==> config.mk <==
export PLATFORM = sky130hd
export DESIGN_NAME = rpn_stack_calculator_flat
export DESIGN_NICKNAME = d
export VERILOG_FILES = /design/src/hdl/rpn_pkg.sv /design/src/hdl/rpn_if.sv /design/src/hdl/rpn_stack.sv /design/src/hdl/rpn_alu.sv /design/src/hdl/rpn_stack_calculator.sv /design/src/flat_wrapper.sv
export SDC_FILE = /design/constraint.sdc
export NUM_CORES = 2
export LEC_CHECK = 0
export BUFFER_PORTS_ARGS = -buffer_cell sky130_fd_sc_hd__clkbuf_2
export CORE_MARGIN = 1.5
export CORE_UTILIZATION = 40
export CTS_CLUSTER_DIAMETER = 200
export DETAILED_ROUTE_END_ITERATION = 16
export GPL_TIMING_DRIVEN = 1
export PLACE_DENSITY_LB_ADDON = 0.15
export RECOVER_POWER = 50
export SLEW_MARGIN = 10
export SYNTH_ARGS = -nofsm -noshare
export SYNTH_HDL_FRONTEND = slang
export SYNTH_SLANG_ARGS = --single-unit
==> constraint.sdc <==
create_clock -name i_clk -period 12.76 [get_ports i_clk]
set_input_delay 1.276 -clock i_clk [delete_from_list [all_inputs] [get_ports i_clk]]
set_output_delay 1.276 -clock i_clk [all_outputs]
set_load 0.01 [all_outputs]
==> src/hdl/rpn_pkg.sv <==
`timescale 1ns / 1ps
// ----------------------------------------------------------------------------
// rpn_pkg: shared types and constants for the RPN stack calculator
// Stack geometry, command and status codes, ALU handshake types and
// value conversion helpers.
// ----------------------------------------------------------------------------
package rpn_pkg;

    localparam int STACK_DEPTH = 32;
    localparam int DATA_WIDTH  = 32;

    localparam int FIELD_W = 32;                        // width of value fields
    localparam int ADDR_W  = $clog2(STACK_DEPTH);
    localparam int CNT_W   = $clog2(STACK_DEPTH + 1);
    localparam int ALU_CW  = $clog2(DATA_WIDTH);

    typedef logic [DATA_WIDTH-1:0] t_data;

    typedef enum logic [2:0] {
        CMD_PUSH  = 3'd0,
        CMD_ADD   = 3'd1,
        CMD_SUB   = 3'd2,
        CMD_MUL   = 3'd3,
        CMD_DIV   = 3'd4,
        CMD_PEEK  = 3'd5,
        CMD_CLEAR = 3'd6,
        CMD_DUMP  = 3'd7
    } t_cmd;

    typedef enum logic [2:0] {
        ST_OK        = 3'd0,
        ST_UNDERFLOW = 3'd1,
        ST_FULL      = 3'd2,
        ST_DIVZERO   = 3'd3,
        ST_EMPTY     = 3'd4
    } t_status;

    typedef enum logic [1:0] {
        ALU_ADD,
        ALU_SUB,
        ALU_MUL,
        ALU_DIV
    } t_alu_op;

    typedef struct packed {
        logic    start;
        t_alu_op op;
    } t_alu_req;

    typedef struct packed {
        logic  done;
        t_data result;
    } t_alu_rsp;

    // sign-extend a 32-bit field, then wrap to the stack width
    function automatic t_data to_data(logic [FIELD_W-1:0] v);
        logic [63:0] ext;
        ext = {{(64-FIELD_W){v[FIELD_W-1]}}, v};
        return ext[DATA_WIDTH-1:0];
    endfunction

    // zero-extend / truncate a stack word to the 32-bit result field
    function automatic logic [FIELD_W-1:0] from_data(t_data d);
        logic [63:0] ext;
        ext = 64'(d);
        return ext[FIELD_W-1:0];
    endfunction

endpackage

==> src/hdl/rpn_if.sv <==
`timescale 1ns / 1ps
// ----------------------------------------------------------------------------
// rpn_if: command and result channels
// Valid/ready channels; a beat moves when valid and ready are both high.
// ----------------------------------------------------------------------------
interface rpn_in_if;
    logic                 valid;
    logic                 ready;
    rpn_pkg::t_cmd        cmd;
    logic signed [31:0]   operand_value;

    modport source(output valid, output cmd, output operand_value, input ready);
    modport sink  (input valid, input cmd, input operand_value, output ready);
endinterface

interface rpn_out_if;
    logic                 valid;
    logic                 ready;
    logic signed [31:0]   result_value;
    rpn_pkg::t_status     status;
    logic                 last_item;

    modport source(output valid, output result_value, output status,
                   output last_item, input ready);
    modport sink  (input valid, input result_value, input status,
                   input last_item, output ready);
endinterface

==> src/hdl/rpn_stack.sv <==
`timescale 1ns / 1ps
// ----------------------------------------------------------------------------
// rpn_stack: operand store
// One write port, one read port with registered read data.
// ----------------------------------------------------------------------------
module rpn_stack (
    input  logic                       i_clk,
    input  logic                       i_we,
    input  logic [rpn_pkg::ADDR_W-1:0] i_waddr,
    input  rpn_pkg::t_data             i_wdata,
    input  logic [rpn_pkg::ADDR_W-1:0] i_raddr,
    output rpn_pkg::t_data             o_rdata
);

    rpn_pkg::t_data r_mem [rpn_pkg::STACK_DEPTH];
    rpn_pkg::t_data r_rdata;

    always_ff @(posedge i_clk) begin
        if (i_we) begin
            r_mem[i_waddr] <= i_wdata;
        end
        r_rdata <= r_mem[i_raddr];
    end

    assign o_rdata = r_rdata;

endmodule

==> src/hdl/rpn_alu.sv <==
`timescale 1ns / 1ps
// ----------------------------------------------------------------------------
// rpn_alu: iterative arithmetic unit
// Add/sub in one step, shift-add multiply and restoring divide one bit
// per cycle, truncating signed quotient.
// ----------------------------------------------------------------------------
module rpn_alu (
    input  logic              i_clk,
    input  logic              i_rst_n,
    input  rpn_pkg::t_alu_req i_req,
    input  rpn_pkg::t_data    i_a,
    input  rpn_pkg::t_data    i_b,
    output rpn_pkg::t_alu_rsp o_rsp
);

    localparam int W = rpn_pkg::DATA_WIDTH;

    typedef enum logic [2:0] {
        A_IDLE,
        A_MUL,
        A_DIV,
        A_FIX,
        A_DONE
    } t_state;

    t_state                     r_state;
    rpn_pkg::t_data             r_acc;
    rpn_pkg::t_data             r_x;      // multiplicand / divisor magnitude
    rpn_pkg::t_data             r_y;      // multiplier / quotient
    rpn_pkg::t_data             r_rem;
    logic                       r_neg;
    logic [rpn_pkg::ALU_CW-1:0] r_cnt;

    logic [W:0]     div_shift;
    logic [W:0]     div_diff;
    rpn_pkg::t_data mag_a;
    rpn_pkg::t_data mag_b;

    always_comb begin
        div_shift = {r_rem, r_y[W-1]};
        div_diff  = div_shift - {1'b0, r_x};
        mag_a     = i_a[W-1] ? (W'(0) - i_a) : i_a;
        mag_b     = i_b[W-1] ? (W'(0) - i_b) : i_b;
    end

    always_ff @(posedge i_clk) begin
        if (!i_rst_n) begin
            r_state <= A_IDLE;
        end else begin
            unique case (r_state)
                A_IDLE: begin
                    if (i_req.start) begin
                        r_cnt <= rpn_pkg::ALU_CW'(W - 1);
                        unique case (i_req.op)
                            rpn_pkg::ALU_ADD: begin
                                r_acc   <= i_a + i_b;
                                r_state <= A_DONE;
                            end
                            rpn_pkg::ALU_SUB: begin
                                r_acc   <= i_a - i_b;
                                r_state <= A_DONE;
                            end
                            rpn_pkg::ALU_MUL: begin
                                r_acc   <= '0;
                                r_x     <= i_a;
                                r_y     <= i_b;
                                r_state <= A_MUL;
                            end
                            rpn_pkg::ALU_DIV: begin
                                r_rem   <= '0;
                                r_x     <= mag_b;
                                r_y     <= mag_a;
                                r_neg   <= i_a[W-1] ^ i_b[W-1];
                                r_state <= A_DIV;
                            end
                        endcase
                    end
                end
                A_MUL: begin
                    if (r_y[0]) begin
                        r_acc <= r_acc + r_x;
                    end
                    r_x   <= {r_x[W-2:0], 1'b0};
                    r_y   <= {1'b0, r_y[W-1:1]};
                    r_cnt <= r_cnt - 1'b1;
                    if (r_cnt == '0) begin
                        r_state <= A_DONE;
                    end
                end
                A_DIV: begin
                    if (!div_diff[W]) begin
                        r_rem <= div_diff[W-1:0];
                        r_y   <= {r_y[W-2:0], 1'b1};
                    end else begin
                        r_rem <= div_shift[W-1:0];
                        r_y   <= {r_y[W-2:0], 1'b0};
                    end
                    r_cnt <= r_cnt - 1'b1;
                    if (r_cnt == '0) begin
                        r_state <= A_FIX;
                    end
                end
                A_FIX: begin
                    r_acc   <= r_neg ? (W'(0) - r_y) : r_y;
                    r_state <= A_DONE;
                end
                A_DONE: begin
                    r_state <= A_IDLE;
                end
                default: begin
                    r_state <= A_IDLE;
                end
            endcase
        end
    end

    assign o_rsp.done   = (r_state == A_DONE);
    assign o_rsp.result = r_acc;

endmodule

==> src/hdl/rpn_stack_calculator.sv <==
`timescale 1ns / 1ps
// Command timing: multiply and divide run on the one-bit-per-cycle shared ALU;
// a dump reads one entry at a time through the single read port and waits on
// output stalls. The next command is taken in the cycle after the last result
// beat is taken. Reset (synchronous, active low) empties the stack, returns the
// sequencer to idle and drops any pending result beat.
// ----------------------------------------------------------------------------
// rpn_stack_calculator: RPN integer calculator on a bounded stack
// Sequencer around a single-port-pair operand store and a shared
// iterative ALU; one result register on the output channel.
// ----------------------------------------------------------------------------
module rpn_stack_calculator (
    input  logic      i_clk,
    input  logic      i_rst_n,
    rpn_in_if.sink    i_in,
    rpn_out_if.source o_out
);

    localparam int CW = rpn_pkg::CNT_W;
    localparam int AW = rpn_pkg::ADDR_W;

    typedef enum logic [2:0] {
        S_IDLE,     // waiting for a command
        S_RD_A,     // b on read data, fetching a
        S_OPS,      // a on read data, launch ALU or flag divide by zero
        S_ALU,      // ALU iterating
        S_PEEK,     // top on read data
        S_DUMP_RD,  // fetching next dump entry
        S_DUMP,     // dump entry on read data
        S_OUT       // result beat waiting
    } t_state;

    t_state              r_state;
    logic [CW-1:0]       r_count;
    logic [AW-1:0]       r_idx;
    logic                r_dump;
    rpn_pkg::t_alu_op    r_op;
    rpn_pkg::t_data      r_b;

    logic                r_out_valid;
    logic [31:0]         r_out_value;
    rpn_pkg::t_status    r_out_status;
    logic                r_out_last;

    logic                in_acc;
    logic                full;
    logic                below_two;
    logic                empty;
    logic                div_zero;
    logic [AW-1:0]       addr_top;
    logic [AW-1:0]       addr_next;

    logic                mem_we;
    logic [AW-1:0]       mem_waddr;
    rpn_pkg::t_data      mem_wdata;
    logic [AW-1:0]       mem_raddr;
    rpn_pkg::t_data      mem_rdata;

    rpn_pkg::t_alu_req   alu_req;
    rpn_pkg::t_alu_rsp   alu_rsp;

    assign i_in.ready = (r_state == S_IDLE);
    assign in_acc     = i_in.valid && i_in.ready;

    assign full      = (r_count >= CW'(rpn_pkg::STACK_DEPTH));
    assign below_two = (r_count < CW'(2));
    assign empty     = (r_count == '0);
    assign div_zero  = (r_op == rpn_pkg::ALU_DIV) && (r_b == '0);
    assign addr_top  = AW'(r_count - CW'(1));
    assign addr_next = AW'(r_count - CW'(2));

    // Memory port steering: push writes at the accept edge, the ALU
    // result overwrites the second-from-top entry.
    always_comb begin
        mem_we    = 1'b0;
        mem_waddr = AW'(r_count);
        mem_wdata = rpn_pkg::to_data(i_in.operand_value);
        if (in_acc && (i_in.cmd == rpn_pkg::CMD_PUSH) && !full) begin
            mem_we = 1'b1;
        end else if ((r_state == S_ALU) && alu_rsp.done) begin
            mem_we    = 1'b1;
            mem_waddr = addr_next;
            mem_wdata = alu_rsp.result;
        end
    end

    // Read address: top by default, so peek, the first dump entry and b are on the
    // read data in the cycle after the command is taken.
    always_comb begin
        unique case (r_state)
            S_RD_A:    mem_raddr = addr_next;
            S_DUMP_RD: mem_raddr = r_idx;
            default:   mem_raddr = addr_top;
        endcase
    end

    assign alu_req.start = (r_state == S_OPS) && !div_zero;
    assign alu_req.op    = r_op;

    rpn_stack u_stack (
        .i_clk   (i_clk),
        .i_we    (mem_we),
        .i_waddr (mem_waddr),
        .i_wdata (mem_wdata),
        .i_raddr (mem_raddr),
        .o_rdata (mem_rdata)
    );

    rpn_alu u_alu (
        .i_clk   (i_clk),
        .i_rst_n (i_rst_n),
        .i_req   (alu_req),
        .i_a     (mem_rdata),
        .i_b     (r_b),
        .o_rsp   (alu_rsp)
    );

    always_ff @(posedge i_clk) begin
        if (!i_rst_n) begin
            r_state     <= S_IDLE;
            r_count     <= '0;
            r_dump      <= 1'b0;
            r_out_valid <= 1'b0;
        end else begin
            unique case (r_state)
                S_IDLE: begin
                    if (in_acc) begin
                        r_out_value  <= '0;
                        r_out_status <= rpn_pkg::ST_OK;
                        r_out_last   <= 1'b1;
                        unique case (i_in.cmd)
                            rpn_pkg::CMD_PUSH: begin
                                r_out_valid <= 1'b1;
                                r_state     <= S_OUT;
                                if (full) begin
                                    r_out_status <= rpn_pkg::ST_FULL;
                                end else begin
                                    r_count     <= r_count + 1'b1;
                                    r_out_value <= rpn_pkg::from_data(
                                        rpn_pkg::to_data(i_in.operand_value));
                                end
                            end
                            rpn_pkg::CMD_ADD, rpn_pkg::CMD_SUB,
                            rpn_pkg::CMD_MUL, rpn_pkg::CMD_DIV: begin
                                unique case (i_in.cmd)
                                    rpn_pkg::CMD_ADD: r_op <= rpn_pkg::ALU_ADD;
                                    rpn_pkg::CMD_SUB: r_op <= rpn_pkg::ALU_SUB;
                                    rpn_pkg::CMD_MUL: r_op <= rpn_pkg::ALU_MUL;
                                    default:          r_op <= rpn_pkg::ALU_DIV;
                                endcase
                                if (below_two) begin
                                    r_out_status <= rpn_pkg::ST_UNDERFLOW;
                                    r_out_valid  <= 1'b1;
                                    r_state      <= S_OUT;
                                end else begin
                                    r_state <= S_RD_A;
                                end
                            end
                            rpn_pkg::CMD_PEEK: begin
                                if (empty) begin
                                    r_out_status <= rpn_pkg::ST_EMPTY;
                                    r_out_valid  <= 1'b1;
                                    r_state      <= S_OUT;
                                end else begin
                                    r_state <= S_PEEK;
                                end
                            end
                            rpn_pkg::CMD_CLEAR: begin
                                r_count     <= '0;
                                r_out_valid <= 1'b1;
                                r_state     <= S_OUT;
                            end
                            rpn_pkg::CMD_DUMP: begin
                                if (empty) begin
                                    r_out_status <= rpn_pkg::ST_EMPTY;
                                    r_out_valid  <= 1'b1;
                                    r_state      <= S_OUT;
                                end else begin
                                    r_idx   <= addr_top;
                                    r_dump  <= 1'b1;
                                    r_state <= S_DUMP;
                                end
                            end
                        endcase
                    end
                end
                S_RD_A: begin
                    r_b     <= mem_rdata;
                    r_state <= S_OPS;
                end
                S_OPS: begin
                    if (div_zero) begin
                        r_out_status <= rpn_pkg::ST_DIVZERO;
                        r_out_valid  <= 1'b1;
                        r_state      <= S_OUT;
                    end else begin
                        r_state <= S_ALU;
                    end
                end
                S_ALU: begin
                    if (alu_rsp.done) begin
                        r_count     <= r_count - 1'b1;
                        r_out_value <= rpn_pkg::from_data(alu_rsp.result);
                        r_out_valid <= 1'b1;
                        r_state     <= S_OUT;
                    end
                end
                S_PEEK: begin
                    r_out_value <= rpn_pkg::from_data(mem_rdata);
                    r_out_valid <= 1'b1;
                    r_state     <= S_OUT;
                end
                S_DUMP_RD: begin
                    r_state <= S_DUMP;
                end
                S_DUMP: begin
                    r_out_value  <= rpn_pkg::from_data(mem_rdata);
                    r_out_status <= rpn_pkg::ST_OK;
                    r_out_last   <= (r_idx == '0);
                    r_out_valid  <= 1'b1;
                    r_state      <= S_OUT;
                end
                S_OUT: begin
                    if (o_out.ready) begin
                        r_out_valid <= 1'b0;
                        // walk down until the bottom entry has gone out
                        if (r_dump && (r_idx != '0)) begin
                            r_idx   <= r_idx - 1'b1;
                            r_state <= S_DUMP_RD;
                        end else begin
                            r_dump  <= 1'b0;
                            r_state <= S_IDLE;
                        end
                    end
                end
                default: begin
                    r_state <= S_IDLE;
                end
            endcase
        end
    end

    assign o_out.valid        = r_out_valid;
    assign o_out.result_value = r_out_value;
    assign o_out.status       = r_out_status;
    assign o_out.last_item    = r_out_last;

endmodule

==> src/flat_wrapper.sv <==
// flat-port wrapper written by rule: the top's interface ports become plain ports
module rpn_stack_calculator_flat 
  (i_clk, i_rst_n, i_in_valid, i_in_cmd, i_in_operand_value, i_in_ready, o_out_valid, o_out_result_value, o_out_status, o_out_last_item, o_out_ready);
  rpn_in_if i_in_i ();
  rpn_out_if o_out_i ();
  input  logic i_clk;
  input  logic i_rst_n;
  input wire logic [$bits(i_in_i.valid)-1:0] i_in_valid;
  input wire logic [$bits(i_in_i.cmd)-1:0] i_in_cmd;
  input wire logic [$bits(i_in_i.operand_value)-1:0] i_in_operand_value;
  output wire logic [$bits(i_in_i.ready)-1:0] i_in_ready;
  output wire logic [$bits(o_out_i.valid)-1:0] o_out_valid;
  output wire logic [$bits(o_out_i.result_value)-1:0] o_out_result_value;
  output wire logic [$bits(o_out_i.status)-1:0] o_out_status;
  output wire logic [$bits(o_out_i.last_item)-1:0] o_out_last_item;
  input wire logic [$bits(o_out_i.ready)-1:0] o_out_ready;
  assign i_in_i.valid = i_in_valid;
  assign i_in_i.cmd = i_in_cmd;
  assign i_in_i.operand_value = i_in_operand_value;
  assign i_in_ready = i_in_i.ready;
  assign o_out_valid = o_out_i.valid;
  assign o_out_result_value = o_out_i.result_value;
  assign o_out_status = o_out_i.status;
  assign o_out_last_item = o_out_i.last_item;
  assign o_out_i.ready = o_out_ready;
  rpn_stack_calculator u_core (.i_clk(i_clk), .i_rst_n(i_rst_n), .i_in(i_in_i), .o_out(o_out_i));
endmodule
### Word level (Yosys, flattened, before mapping)

Memories as Yosys holds them, arrays and structs flattened. A register that Yosys moved wholly into a read port is not among the register bits.
Cells that the tools add are included.
Widths: inputs -> output; s select.

| operators by class | value |
|---|---|
| reductions and logical operators | 52 |
| $lt $le $gt $ge | 2 |
| equality and inequality tests | 40 |
| multipliers | 0 |
| add/subtract/negate cells | 12 |
| shifts and indexed selects | 0 |
| bitwise gates (word level) | 1 |
| multiplexer cells | 84 |
| divide/modulo/power cells | 0 |

Operators with widths:

| operator | number |
|---|---|
| $mux 32 | 16 |
| $pmux 32 s3 | 4 |
| $pmux 32 s2 | 4 |
| $sub 1x32->32 const A | 3 |
| $add 32x32->32 | 2 |
| $mux 5 | 8 |
| $mux 3 | 12 |
| $sub 33x32->33 | 1 |
| $logic_not 32->1 | 1 |
| $sub 32x32->32 | 1 |
| $pmux 5 s2 | 3 |
| $reduce_and 4->1 | 7 |
| $eq 3x3->1 const B | 9 |
| $pmux 3 s3 | 3 |
| $pmux 3 s4 | 2 |
| $pmux 6 s2 | 2 |
| $pmux 3 s7 | 1 |
| $mux 1 | 19 |
| $eq 3x2->1 const B | 6 |
| $mux 6 | 3 |
| $ne 2x2->1 const B | 8 |
| $reduce_and 7->1 | 2 |
| $ne 3x3->1 const B | 4 |
| $reduce_and 3->1 | 4 |
| other kinds (32) | 66 |

| storage, ports and cells | value |
|---|---|
| RAM bits | 1024 |
| register bits | 223 |
| output and inout port bits | 38 |
| bits of input ports | 39 |
| logic and storage cells | 209 |
| memory bits (read-only) | 0 |
| memories | 1 |
| bits in latches | 0 |

Memory list:

| name | words | width | read ports | clocked after memory_dff | write ports | line | RTL |
|---|---|---|---|---|---|---|---|
| u_core.u_stack.r_mem | 32 | 32 | 1 | 1 | 1 | rpn_stack.sv:15 | `rpn_pkg::t_data r_mem [rpn_pkg::STACK_DEPTH];` |

### Logic depth before layout (Yosys ltp)

| depth | value |
|---|---|
| depth in word-level cells | 7 |
| depth in mapped cells | 19 |
| mapped depth without buffers | 18 |

### Modules after synthesis

A second synthesis with hierarchy kept.

| unflattened totals | value |
|---|---|
| cell total of the unflattened synthesis | 4346 |
| area, all modules | 58985.3 um^2 |

Modules (own cells, without submodules):

| module | cells an instance | seq. area each (um^2) | area an instance (um^2) | instances |
|---|---|---|---|---|
| rpn_stack | 2260 | 31390.1 | 40492.6 | 1 |
| rpn_alu | 1683 | 4083.9 | 13927.1 | 1 |
| rpn_stack_calculator | 403 | 2472.4 | 4565.6 | 1 |

### Worst setup path after synthesis

Ideal clock, no wire load.

| timing | value |
|---|---|
| kind | register to register |
| start | reg u_core.r_b[12] |
| end | reg u_core.u_alu.r_y[0], enable pin |
| library setup time | 0.470 ns |
| stages on the path, launching flop included | 12 |
| buffers on the path | 1 |
| data required time | 12.290 ns |
| period minus slack after synthesis | 4.710 ns |
| path slack | 8.050 ns |
| arrival | 4.240 ns |
| cell sequence | edfxtp_1 -> clkbuf_1 -> nor3_1 -> nand2b_1 -> or3_1 -> nor2_1 -> nand3_2 -> o41ai_4 -> nand2_1 -> nand3b_1 -> a21oi_1 -> a21boi_0 |

| between the ends | value |
|---|---|
| longest elaborated chain between the ends | 6 |

RTL lines:

| item | line | RTL |
|---|---|---|
| start, declared | rpn_stack_calculator.sv:38 | `rpn_pkg::t_data r_b;` |
| start signal, assigned | rpn_stack_calculator.sv:188 | `r_b <= mem_rdata;` |
| $logic_not 32->1 | rpn_stack_calculator.sv:68 | `assign div_zero = (r_op == rpn_pkg::ALU_DIV) && (r_b == '0);` |
| $logic_and 1x1->1 | rpn_stack_calculator.sv:68 |  |
| $logic_not 1->1 | rpn_stack_calculator.sv:97 | `assign alu_req.start = (r_state == S_OPS) && !div_zero;` |
| $logic_and 1x1->1 | rpn_stack_calculator.sv:97 |  |
| $ne 2x1->1 (no line) | - |  |
| $reduce_and 4->1 (no line) | - |  |
| end signal, assigned | rpn_alu.sv:84 | `r_y <= {1'b0, r_y[W-1:1]};` |
| end signal, assigned | rpn_alu.sv:93 | `r_y <= {r_y[W-2:0], 1'b1};` |
| end signal, assigned | rpn_alu.sv:96 | `r_y <= {r_y[W-2:0], 1'b0};` |
| end, declared | rpn_alu.sv:29 | `rpn_pkg::t_data r_y;` |

Every way passes these cells.
A chain may end at the register's enable or synchronous reset.

### Worst setup path after layout

| timing | value |
|---|---|
| start | reg u_core.u_alu.r_state[1] |
| end | mem u_core.u_stack.r_mem[7][23] (netlist name), enable pin |

| between the ends | value |
|---|---|
| longest elaborated chain between the ends | 6 |
| elaborated cells between the ends (all ways) | 8 |
| classes of those cells | 1 x eq/ne; 6 x mux; 1 x reduce/logical |

RTL lines:

| item | line | RTL |
|---|---|---|
| start, declared | rpn_alu.sv:26 | `t_state r_state;` |
| start signal, assigned | rpn_alu.sv:48 | `r_state <= A_IDLE;` |
| start signal, assigned | rpn_alu.sv:57 | `r_state <= A_DONE;` |
| start signal, assigned | rpn_alu.sv:61 | `r_state <= A_DONE;` |
| $eq 3x3->1 (*) | rpn_alu.sv:117 | `assign o_rsp.done = (r_state == A_DONE);` |
| $logic_and 1x1->1 (*) | rpn_stack_calculator.sv:80 | `end else if ((r_state == S_ALU) && alu_rsp.done) begin` |
| $mux 1 | rpn_stack_calculator.sv:80 |  |
| $mux 1 | rpn_stack_calculator.sv:78 | `if (in_acc && (i_in.cmd == rpn_pkg::CMD_PUSH) && !full) begin` |
| $mux 1 | rpn_stack.sv:19 | `if (i_we) begin` |
| $mux 1 (implied by the code) | rpn_stack.sv:20 | `r_mem[i_waddr] <= i_wdata;` |
| end, declared | rpn_stack.sv:15 |  |

Mark *: on every way between the ends. The rest lies on a longest branch, timed or not.

==> flow_summary_export.csv <==
group,metric,value,unit
placed_design,pre_cts_slack,7.71,ns
routing,routed.top_layer,"met4",
routing,wl_met3,8970,um
power_and_ir_drop,power.share.combinational,25.9,%
finish,final_util,45.2,%
power_and_ir_drop,peakVddDrop,0.000102,V
worst_setup_path,end_kind,"flip-flop",
synthesis,syn_nets,5113,
grt,grt_pass1_wl,258000,um
synthesis,synthDistinctLibCells,75,
worst_setup_path,crit_arrival,6.90,ns
clock_tree,clkSinkCount,1279,
grt,antenna_found_initial,3,
worst_setup_path,cp_max_fo,37,
worst_setup_path,r2r_cells,9,
sta,fin_skew,0.0402,ns
clock_tree,clk_path_buf_depth,3,
synthesis,synth-edff-count,1233,
floorplan,fp.dieH,389,um
placed_design,dpl.hpwl,107000,um
finish,drive_gt1_share,7.28,%
power_and_ir_drop,pwr-share-clk,32.5,%
placed_design,gp_congestion,0.895,
sta,max_slew.worst_pin.slew,3.38,ns
sta,fin_tns_setup,0,ns
sta,fin_crit,6.48,ns
synthesis,synth_ff_type,"edfxtp_1",
clock_tree,post_cts_buffers,0,
floorplan,io-pin-count,77,
job,maxCapViolCount,39,
grt,grt_max_degree,172,
synthesis,syn-cell-area,59700,um2
sta,fmax,0.154,GHz
routing,vias,40371,
clock_tree,clock-root-buffer,"clkbuf_16",
grt,grt_pass1_vias,39218,
power_and_ir_drop,power.density,186,nW/um2
routing,met2WireLength,79400,um
sta,finalSetupViolCount,0,
grt,grt_usage,22.6,%
status,outcome,"complete, but fails checks",
min_path,hold_path_depth,2,
floorplan,die_area,151000,um2
routing,wirelength,173000,um
status,violations,"max-capacitance violations, max-slew violations",
placed_design,io_buffers,76,
routing,postRouteAntennaNets,0,
synthesis,ys_warn_count,0,
finish,area_delta_synth_final,12.1,%
synthesis,yosys_register_bits,1279,
clock_tree,cts_buffers,142,
power_and_ir_drop,p_sw_share,33.0,%
floorplan,die_x,389,um
finish,final_nets,5097,
sta,slew_headroom,-125,%
routing,drt-pass1-iter-count,6,
sta,hold_viol_final,0,
power_and_ir_drop,p_switching,0.00410,W
min_path,hold_path.class,"flip-flop to flip-flop",
power_and_ir_drop,p_int,0.00834,W
clock_tree,ctsResizeCount,0,
routing,drc_errors,0,
sta,rsz0062_at_grt,"no",
floorplan,initial_utilization,40.4,%
floorplan,core_area,148000,um2
power_and_ir_drop,p_leak,22.7,nW
worst_setup_path,required,13.18,ns
synthesis,avgSynthCellArea,12.0,um2
finish,fillers,13487,
routing,routed_via_density,5.77,
routing,post_drt_wl_per_cell,24.7,um
worst_setup_path,worst_setup_path_start_kind,"flip-flop",
clock_tree,cts_tree,"done",
sta,fin_ws,6.28,ns
sta,period_share,50.8,%
clock_tree,clock_latency,0.79,ns
clock_tree,clk_pin_slew_worst_paths,0.06,ns
synthesis,async_reset_ff_share,0,%
clock_tree,holdBufCountCts,0,
floorplan,rows,141,
synthesis,synthCells,4966,
routing,met1_length,78900,um
sta,drv_slew,1348,
grt,grt.overflow.total,0,
worst_setup_path,criticalPathCategory,"flip-flop to flip-flop",
power_and_ir_drop,p_seq_share,41.6,%
routing,drt_iter0_markers,4213,
synthesis,ys_seq_area_share,63.6,%
clock_tree,ctsHtreeMaxLevel,4,
sequential cells by signal, indices dropped and copies added (netlist names), 5 cells and up:
name and cells:
u_core.r_idx 5, u_core.r_b 32, u_core.u_alu.r_x 32, u_core.u_alu.r_rem 32, u_core.u_alu.r_cnt 5, u_core.r_count 6, u_core.u_alu.r_y 32, u_core.u_stack.o_rdata 32
u_core.o_out.result_value 32, u_core.u_stack.r_mem 1024, u_core.u_alu.r_acc 32
routing by layer:
| layer | vias to the layer above | global-route usage (%) |
|---|---|---|
| li1 | 18743 | - |
| met1 | 20194 | 32.4 |
| met2 | 1166 | 35.5 |
| met3 | 268 | 2.82 |
| met4 | 0 | 7.88 |
| met5 | - | 0 |
final timing paths:
path / start / to / slack, ns
max reg2reg: u_core.u_alu.r_state[1] / u_core.u_stack.r_mem[7][23] / 6.28
min reg2reg: u_core.r_dump / u_core.r_dump / 0.52
min: u_core.r_dump / u_core.r_dump / 0.52
max: u_core.u_alu.r_state[1] / u_core.u_stack.r_mem[7][23] / 6.28
logic make-up after synthesis:
family / Yosys count / synth area share (%)
simple gates: 1479 / 11.3
compound gates: 1400 / 16.2
flops: 1279 / 63.6
buf+inv: 444 / 2.82
xor+xnor: 213 / 3.14
fa+ha+maj: 108 / 2.30
mux: 43 / 0.723
Yosys cell counts, types with 12 or more instances:
cell type     n  area share [%]
nor2_1      204             1.3
a22oi_1      44            0.55
nand2_1     817             5.1
nor2b_1      24            0.25
o21a_1       15            0.19
nand3_1      33            0.28
a222oi_1     32            0.54
edfxtp_1   1233              62
a311oi_1    130             1.9
xor2_1      120             1.8
o21ai_0     173             1.5
mux2i_1      42            0.70
a31oi_1     136             1.4
buf_1        25            0.16
nand4_1      20            0.21
ha_1        105             2.2
nand2b_1     16            0.17
inv_1       101            0.64
a21o_1       86             1.1
or3_1        14            0.15
a211oi_1    369             4.6
nor3_1       19            0.16
and3_1       12            0.13
o211ai_1     24            0.30
dfxtp_1      46             1.5
o31ai_1      36            0.45
o22ai_1      17            0.18
o21bai_1     14            0.18
xnor2_1      92             1.4
a21oi_1     243             2.0
clkbuf_1    309             1.9
and2_1      268             2.8
placed cells by master, fill, tap and decap left out, types with 129 or more instances in the layout:
| cell type | n |
|---|---|
| a211oi_1 | 369 |
| a21oi_1 | 242 |
| a311oi_1 | 129 |
| a31oi_1 | 136 |
| and2_1 | 265 |
| clkbuf_1 | 130 |
| clkbuf_16 | 145 |
| edfxtp_1 | 1233 |
| nand2_1 | 816 |
| nor2_1 | 168 |
| o21ai_0 | 173 |
critical path, cell delays in order, from the launching register on:
cell      delay [ns]
dfxtp_1         0.30
clkbuf_1        1.21
nor2_1          0.35
nand3_2         0.17
clkbuf_1        1.60
a22oi_1         0.34
o21ai_0         0.41
nand2_1         0.40
nor2_4          0.75
buf_4           0.52
power by group through the flow:
stage	Sequential [W]	Combinational (W)	Clock, W
floorplan	0.00508	0.00227	0
global placement	0.00524	0.00321	0
detailed placement	0.00524	0.00322	0
CTS	0.00515	0.00323	0.00413
global route	0.00518	0.00355	0.00428
finish	0.00517	0.00322	0.00404
per-stage QoR:
stage	total power (W)	instances	area (um2)	hold WS, ns
6_report	0.0124	6997	66900	0.516
5_1_grt	0.0130	6996	66900	0.543
4_1_cts	0.0125	6996	67100	0.512
3_5_place_dp	0.00846	6736	62500	0.504
3_3_place_gp	0.00845	6733	62400	0.480
2_1_floorplan	0.00735	4966	59700	0.406
final cells by class:
type                       count  area (um2)  share of cell area (%)
inverter                     101         379                   0.567
clock buffer                 198        3880                    5.80
antenna                        1        2.50                 0.00374
tap                         1930        2410                    3.61
multi-input combinational   3243       20400                    30.5
timing repair buffer         183        1110                    1.66
clock inverter                62         746                    1.11
sequential                  1279       37900                    56.7
No activity file was read; power rests on OpenSTA's default activity.
